File: src/rtl/core/dpu_pkg.sv
// shared types, constants and helpers for the depth unprojection block
package dpu_pkg;

    localparam int unsigned MaxWidthDefault  = 4096;
    localparam int unsigned MaxHeightDefault = 4096;

    typedef enum logic [2:0] {
        CFG_CULL_MODE   = 3'd0,
        CFG_IMAGE_WIDTH = 3'd1,
        CFG_X_STEP      = 3'd2,
        CFG_Y_STEP      = 3'd3,
        CFG_MATRIX_0    = 3'd4,
        CFG_MATRIX_1    = 3'd5,
        CFG_MATRIX_2    = 3'd6,
        CFG_MATRIX_3    = 3'd7
    } cfg_index_t;

    typedef enum logic [1:0] {
        ST_IDLE = 2'd0,
        ST_MUL  = 2'd1,
        ST_DIV  = 2'd2,
        ST_OUT  = 2'd3
    } back_state_t;

    // one classified pixel handed from front to back
    typedef struct packed {
        logic        kept;
        logic        last;
        logic [16:0] depth;
        logic [23:0] index;
        logic [13:0] column;
        logic [13:0] row;
    } pix_t;

    localparam logic [31:0] SatPos = 32'h7FFF_FFFF;
    localparam logic [31:0] SatNeg = 32'h8000_0000;

    function automatic logic signed [15:0] mat_entry(input logic [63:0] row,
                                                     input logic [1:0] col);
        mat_entry = row[16*col +: 16];
    endfunction

endpackage

File: src/rtl/core/dpu_front.sv
// front end: handshake, culling and raster counters
module dpu_front
#(
    parameter int unsigned MAX_WIDTH  = dpu_pkg::MaxWidthDefault,
    parameter int unsigned MAX_HEIGHT = dpu_pkg::MaxHeightDefault
)
(
    input  logic               clk,
    input  logic               rst_n,
    input  logic               in_valid,
    output logic               in_ready,
    input  logic [16:0]        depth_sample,
    input  logic               last_in_frame,
    input  logic [1:0]         cull_mode,
    input  logic [12:0]        image_width,
    output logic               q_valid,
    input  logic               q_ready,
    output dpu_pkg::pix_t      q_pix
);
    import dpu_pkg::*;

    localparam int CW = $clog2(MAX_WIDTH);
    localparam int RW = $clog2(MAX_HEIGHT);

    logic [CW:0]   col_reg, col_next;
    logic [RW:0]   row_reg, row_next;
    logic [23:0]   kept_reg, kept_next;
    logic          full_reg;
    pix_t          pix_reg;
    logic          take, cull;
    logic [CW+1:0] wid_lim;

    assign in_ready = !full_reg || q_ready;
    assign take     = in_valid && in_ready;
    assign q_valid  = full_reg;
    assign q_pix    = pix_reg;

    assign cull = (cull_mode[0] && depth_sample == 17'd0)
               || (cull_mode[1] && depth_sample[16]);

    always_comb
    begin
        if (32'(image_width) > MAX_WIDTH)
            wid_lim = (CW+2)'(MAX_WIDTH);
        else
            wid_lim = (CW+2)'(image_width);
        col_next  = col_reg;
        row_next  = row_reg;
        kept_next = cull ? kept_reg : kept_reg + 24'd1;
        if (last_in_frame)
        begin
            col_next  = '0;
            row_next  = '0;
            kept_next = '0;
        end
        else if ((CW+2)'(col_reg) + 1 >= wid_lim)
        begin
            col_next = '0;
            row_next = ((RW+1)'(row_reg) + 1 >= (RW+1)'(MAX_HEIGHT)) ? '0 : row_reg + 1'b1;
        end
        else
            col_next = col_reg + 1'b1;
    end

    always_ff @(posedge clk or negedge rst_n)
    begin
        if (!rst_n)
        begin
            col_reg  <= '0;
            row_reg  <= '0;
            kept_reg <= '0;
            full_reg <= 1'b0;
        end
        else
        begin
            if (take)
            begin
                col_reg  <= col_next;
                row_reg  <= row_next;
                kept_reg <= kept_next;
                full_reg <= 1'b1;
            end
            else if (q_ready)
                full_reg <= 1'b0;
        end
    end

    always_ff @(posedge clk)
    begin
        if (take)
        begin
            pix_reg.kept   <= !cull;
            pix_reg.last   <= last_in_frame;
            pix_reg.depth  <= depth_sample;
            pix_reg.index  <= kept_reg;
            pix_reg.column <= 14'(col_reg);
            pix_reg.row    <= 14'(row_reg);
        end
    end
endmodule

File: config.mk
export PLATFORM = sky130hd
export DESIGN_NAME = dpu_front
export DESIGN_NICKNAME = d
export VERILOG_FILES = /design/src/rtl/core/dpu_pkg.sv /design/src/rtl/core/dpu_front.sv
export SDC_FILE = /design/constraint.sdc
export NUM_CORES = 1
export LEC_CHECK = 0
export ABC_AREA = 1
export BUFFER_PORTS_ARGS = -buffer_cell sky130_fd_sc_hd__buf_2
export CAP_MARGIN = 15
export CORE_AREA = 2 2 130 119
export CTS_BUF_LIST = sky130_fd_sc_hd__clkbuf_4
export DETAILED_ROUTE_END_ITERATION = 12
export DIE_AREA = 0 0 132 121
export PLACE_DENSITY = 0.72
export SLEW_MARGIN = 20
export SYNTH_ARGS = -nofsm -noshare
export SYNTH_HDL_FRONTEND = slang
export SYNTH_SLANG_ARGS = --single-unit
export TNS_END_PERCENT = 50
File: constraint.sdc
create_clock -name clk -period 3.1 [get_ports clk]
set_clock_uncertainty 0.1 [all_clocks]
set_input_delay 0.62 -clock clk [delete_from_list [all_inputs] [get_ports clk]]
set_output_delay 0.62 -clock clk [all_outputs]
set_load 0.05 [all_outputs]
# After elaboration in Yosys (flattened, before gate mapping)
# Cells that the tools add are included.
[totals] output_inout_bits=73 word_cells=41 register_bits=120 input_bits=37
[classes] n_mux=10 add_sub_neg=5 reduce_logical=12 magnitude_cmp=3 n_eq_ne=1
[ops] cell="13-bit 2-to-1 mux" count=6
[ops] cell="24-bit 2-to-1 mux" count=2
[ops] cell="13-bit by 1-bit adder with 14-bit output (second input constant)" count=2
[ops] cell="13-bit by 1-bit adder with 13-bit output (second input constant)" count=2
[ops] cell="24-bit by 1-bit adder with 24-bit output (second input constant)" count=1
[ops] cell="17-bit logical NOT" count=1
[ops] cell="14-bit by 13-bit greater-or-equal comparator with 1-bit output (second input constant)" count=1
[ops] cell="14-bit greater-or-equal comparator" count=1
[ops] cell="13-bit greater-than comparator (second input constant)" count=1
[ops] cell="2-bit AND reduction" count=2
[ops] cell="2-bit nonzero test" count=2
[ops] cell="1-bit logical AND" count=3
[ops] cell="1-bit logical NOT" count=2
[ops] cell="1-bit logical OR" count=2
[ops] cell="1-bit 2-to-1 mux" count=2
[ops] cell="2-bit != test (second input constant)" count=1

# Logic depth before layout (Yosys ltp)
[depth] depth_word=5 ltp_mapped=20 depth_no_buf=19

# Least setup slack after synthesis
# Ideal clock, no wire load.
[synth_path] kind="register to register" startpoint="register full_reg (netlist: q_valid)" endpoint="register pix_reg, in the netlist q_pix[0] (enable)" n_path_buf=1 setup_ns=0.399 t_arrival_ns=2.284 synth_period_minus_slack_ns=2.783 required_time_ns=2.601 stages_incl_launch_ff=5 path_slack_ns=0.317 cell_sequence="dfrtp_1 -> nand2_1 -> nand2_1 -> inv_2 -> buf_2"
[synth_via] elab_chain_len=3
[synth_rtl] item="start, declared" line_no="dpu_front.sv:28" source="logic full_reg;"
[synth_rtl] item="start signal, assigned" line_no="dpu_front.sv:72" source="full_reg <= 1'b0;"
[synth_rtl] item="start signal, assigned" line_no="dpu_front.sv:81" source="full_reg <= 1'b1;"
[synth_rtl] item="start signal, assigned" line_no="dpu_front.sv:84" source="full_reg <= 1'b0;"
[synth_rtl] item="1-bit logical NOT" line_no="dpu_front.sv:33" source="assign in_ready = !full_reg || q_ready;"
[synth_rtl] item="1-bit logical OR" line_no="dpu_front.sv:33"
[synth_rtl] item="net in_ready" line_no="dpu_front.sv:11" source="output logic in_ready,"
[synth_rtl] item="1-bit logical AND" line_no="dpu_front.sv:34" source="assign take = in_valid && in_ready;"
[synth_rtl] item="net take" line_no="dpu_front.sv:30" source="logic take, cull;"
[synth_rtl] item="end, declared" line_no="dpu_front.sv:29" source="pix_t pix_reg;"
# The timed path passes the listed nets, and every way through them passes these cells.
# A chain may end at the register's enable or synchronous reset.

# Worst setup path in the final report
[layout_path] startpoint="register col_reg[1]" endpoint="register row_reg[8]"
[layout_via] elab_chain_len=4
[layout_rtl] item="start, declared" line_no="dpu_front.sv:25" source="logic [CW:0] col_reg, col_next;"
[layout_rtl] item="start signal, assigned" line_no="dpu_front.sv:78" source="col_reg <= col_next;"
[layout_rtl] item="13-bit by 1-bit adder with 14-bit output" line_no="dpu_front.sv:56" source="else if ((CW+2)'(col_reg) + 1 >= wid_lim)"
[layout_rtl] item="14-bit greater-or-equal comparator" line_no="dpu_front.sv:56"
[layout_rtl] item="2-bit nonzero test (no line)"
[layout_rtl] item="2-bit AND reduction (no line)"
[layout_rtl] item="end signal, assigned" line_no="dpu_front.sv:79" source="row_reg <= row_next;"
[layout_rtl] item="end, declared" line_no="dpu_front.sv:26" source="logic [RW:0] row_reg, row_next;"
# No other way between the ends.

==> results.tsv <==
metric	value	unit
outcome	complete, no violations	
global router's overall resource usage	17.3	%
mapped cell area	0.00592	sq mm
Clk Tree Root Cell	sky130_fd_sc_hd__clkbuf_4	
parity-gate share of the synthesized area counting xor and xnor cells	3.40	%
aggregate routed wire length	13200	um
multiplexer share of the synthesized area	0	%
power density over the cells	504	mW/mm^2
Num Clock Sinks	120	
clock latency on the worst-skew pair	0.54	ns
share of the clock period used by the worst path after layout	89.0	%
leakage power figure	3.12	nW
required time at the worst-slack endpoint	3.42	ns
number of antenna violations at the first check in global routing	1	
number of standard cells in the final layout excluding fillers	997	
Switching Fraction	30.2	%
DIE AREA	0.0160	sq mm
Final GP Congestion	0.909	
synth unique cells	36	
number of design rule violations left after detail routing	0	
sequential share of the synthesized area	56.6	%
share of cells above drive strength 1	20.6	%
CP Data Arrival Time	3.07	ns
global route overflow	0	
vertical extent of the die	121	um
post-synthesis share of cell area spent on full adders, half adders and majority gates	3.38	%
Top-Level Pins	110	
VDD IR max	0.221	mV
FFs w/ async S/R, synth	42.5	%
synthesized instance count	663	
largest net degree at the start of global routing	75	
DR iter-0 viols	309	
commonest non-fill, non-tap cell in the layout	sky130_fd_sc_hd__nand2_1	
Die Wd	132	um
placed wire-length estimate after detailed placement	9210	um
register bit count reported by yosys	120	
number of warning messages in the yosys log	0	
number of enable-type register cells in the synthesized netlist	69	
level count of the clock H-tree	4	
final count of negative-setup-slack endpoints	0	
Internal Pwr Total	2.47	mW
sort of element at the end of the critical path	flop	
top post-synthesis cells by area	sky130_fd_sc_hd__edfxtp_1 35%, sky130_fd_sc_hd__dfrtp_1 22%, sky130_fd_sc_hd__nand2_1 14%, sky130_fd_sc_hd__nor2_1 6.1%, sky130_fd_sc_hd__nand3_1 4.4%	
max FFs per register	69	
synthesized-area fraction occupied by and/or/nand/nor cells	27.7	%
clock transition at the register clock pins on the worst setup and hold paths after CTS	0.10	ns
Slew Viols, Final	0	
number of antenna-violating nets in the routed design	0	
Core Area	0.0146	sq mm
fraction of power consumed by the clock network	32.4	%
layout net count	838	
Tightest Hold Check Type	in -> reg	
maximum fanout encountered on the critical timing path	13	
aggregate negative setup slack	0	ns
most used cells in the layout excluding fill and tap cells	213 x sky130_fd_sc_hd__nand2_1, 107 x sky130_fd_sc_hd__buf_2, 95 x sky130_fd_sc_hd__nor2_1	
average footprint of a synthesized cell	8.92	sq um
Critical Path Start Type	flop	
max capacitance violation total	0	
deepest clock path buffer count	2	
number of cell rows	42	
maximum clock rate	362	MHz
Final Hold Violating Endpoints	0	
Starting Density	40.6	%
Final WS setup	0.341	ns
number of optimization iterations in the first detailed-route pass	5	
total clock buffers created by CTS	17	
Sw Pwr	1.07	mW
routed vias	4802	
Placement Setup Slack	0.0586	ns
routed via count divided by cell count	4.82	
number of placed instances, taps included	961	
Yosys top cell by area	sky130_fd_sc_hd__edfxtp_1	
vias in the first global route	4453	
unrepaired setup endpoints after global routing	false	
most instantiated flip-flop cell in the synthesis netlist	sky130_fd_sc_hd__edfxtp_1	
PnR Total Power	3.54	mW
layout overhead on the synthesized area	18.8	%
TritonCTS clock tree	done	
first-pass GRT wire length	22000	um
Period minus WS final	2.76	ns
wire length per cell after detailed routing	13.3	um
Port Buf Inserts	107	
power share of the sequential group	51.8	%
critical path type	reg -> reg	
logic gate share of total power	15.8	%
main combinational cell family by area after synthesis	simple AND/OR/NAND/NOR gates	
synthesized-area fraction occupied by ao, oa, aoi and oai cells	3.47	%
share of the synthesized area in the top cell type	35.0	%
[metrics by stage]
| step | util, % | hold slack [ns] | cell area, sq um |
|---|---|---|---|
| 3_3_place_gp | 46.1 | 0.385 | 6700 |
| 2_1_floorplan | - | 0.224 | 5920 |
| 3_5_place_dp | 46.1 | 0.388 | 6700 |
| 4_1_cts | 48.1 | 0.143 | 7010 |
| 6_report | 48.3 | 0.179 | 7030 |
| 5_1_grt | 48.3 | 0.134 | 7030 |
[logic make-up (layout without fill, tap and decap cells)]
| kind of cell | after synthesis | after routing |
|---|---|---|
| buffers and inverters | 75 | 209 |
| adders and majority gates | 16 | 16 |
| other | 1 | 3 |
| xor gates and xnor gates | 23 | 23 |
| DFF | 120 | 120 |
| and+or+nand+nor | 392 | 392 |
| AOI/OAI and AO/OA | 36 | 36 |
[synthesized netlist by cell type (2+ instances only)]
| cell type | n |
|---|---|
| sky130_fd_sc_hd__xnor2_1 | 3 |
| sky130_fd_sc_hd__dfrtp_1 | 51 |
| sky130_fd_sc_hd__o21bai_1 | 3 |
| sky130_fd_sc_hd__o21ai_0 | 14 |
| sky130_fd_sc_hd__buf_1 | 2 |
| sky130_fd_sc_hd__nor2_1 | 96 |
| sky130_fd_sc_hd__nor4_1 | 4 |
| sky130_fd_sc_hd__buf_4 | 3 |
| sky130_fd_sc_hd__nand2_2 | 2 |
| sky130_fd_sc_hd__o21ai_1 | 6 |
| sky130_fd_sc_hd__xor2_1 | 20 |
| sky130_fd_sc_hd__inv_1 | 56 |
| sky130_fd_sc_hd__nand2_4 | 2 |
| sky130_fd_sc_hd__nor3_1 | 10 |
| sky130_fd_sc_hd__edfxtp_1 | 69 |
| sky130_fd_sc_hd__ha_1 | 16 |
| sky130_fd_sc_hd__buf_2 | 4 |
| sky130_fd_sc_hd__nand3b_1 | 2 |
| sky130_fd_sc_hd__nand3_2 | 3 |
| sky130_fd_sc_hd__nand3_1 | 52 |
| sky130_fd_sc_hd__nand4_1 | 4 |
| sky130_fd_sc_hd__clkbuf_1 | 7 |
| sky130_fd_sc_hd__a21oi_1 | 4 |
| sky130_fd_sc_hd__nand2_1 | 213 |
| sky130_fd_sc_hd__o22ai_1 | 6 |
[timing repair]
action                     in CTS  in global routing
setup endpoints to repair       0                 17
hold buffers                    1                  0
setup buffers                   0                  2
hold endpoints to repair       12                  0
resized for setup               0                  3
[path summary, 6_finish.rpt]
| path | startpoint | endpoint | slack, ns | depth (start not counted) |
|---|---|---|---|---|
| max reg2reg | col_reg[1]$_DFFE_PN0P_ | row_reg[8]$_DFFE_PN0P_ | 0.34 | 18 |
| max | col_reg[1]$_DFFE_PN0P_ | row_reg[8]$_DFFE_PN0P_ | 0.34 | 18 |
| min reg2reg | row_reg[12]$_DFFE_PN0P_ | q_pix[12]$_DFFE_PP_ | 0.41 | 0 |
| min | depth_sample[14] | q_pix[66]$_DFFE_PP_ | 0.18 | 1 |
| max in group asynchronous | rst_n | col_reg[1]$_DFFE_PN0P_ | 1.78 | 3 |
| min in group asynchronous | rst_n | kept_reg[1]$_DFFE_PN0P_ | 0.42 | 2 |
[area by class of cell]
cell class / instances / area, sq um
diodes: 1 / 2.50
clock buffers: 18 / 135
clock inverters: 14 / 158
fillers: 1380 / 7530
inverters: 57 / 216
multi-input cells: 469 / 2260
flip-flops and latches: 120 / 3350
well taps: 198 / 248
repair buffers: 120 / 661
[per-layer routing]
| layer | vias to the layer above | share of wire, % | global-route usage (%) | wire, um |
|---|---|---|---|---|
| li1 | 2406 | - | - | - |
| met1 | 2215 | 49 | 24.7 | 6540 |
| met2 | 166 | 43 | 25.8 | 5710 |
| met3 | 15 | 6.1 | 4.01 | 805 |
| met4 | 0 | 1.4 | 6.39 | 186 |
| met5 | - | 0 | 0 | 0 |
[critical path, stage by stage, from the launching register on]
cell and delay, ns:
sky130_fd_sc_hd__dfrtp_2 0.43, sky130_fd_sc_hd__ha_1 0.19, sky130_fd_sc_hd__nand2_1 0.08, sky130_fd_sc_hd__inv_1 0.09, sky130_fd_sc_hd__nand3_1 0.14, sky130_fd_sc_hd__nor2_2 0.17, sky130_fd_sc_hd__nand2_1 0.13, sky130_fd_sc_hd__nand2_1 0.09
sky130_fd_sc_hd__inv_1 0.06, sky130_fd_sc_hd__ha_1 0.28, sky130_fd_sc_hd__nand2_1 0.06, sky130_fd_sc_hd__o21ai_0 0.15, sky130_fd_sc_hd__nor2_1 0.06, sky130_fd_sc_hd__nand2_1 0.06, sky130_fd_sc_hd__nand2_1 0.08, sky130_fd_sc_hd__nand2_4 0.19
sky130_fd_sc_hd__nand2_4 0.14, sky130_fd_sc_hd__nand2_1 0.10, sky130_fd_sc_hd__nand2_1 0.05
[power groups by stage]
| stage | Clock, mW | Combinational, mW | Sequential (mW) |
|---|---|---|---|
| 4_1_cts | 1.17 | 0.560 | 1.84 |
| 2_1_floorplan | 0 | 0.188 | 2.07 |
| 5_1_grt | 1.25 | 0.604 | 1.85 |
| 3_3_place_gp | 0 | 0.549 | 1.87 |
| 3_5_place_dp | 0 | 0.558 | 1.87 |
| 6_report | 1.15 | 0.559 | 1.84 |
Note: power is estimated with default switching activity, not from simulation.
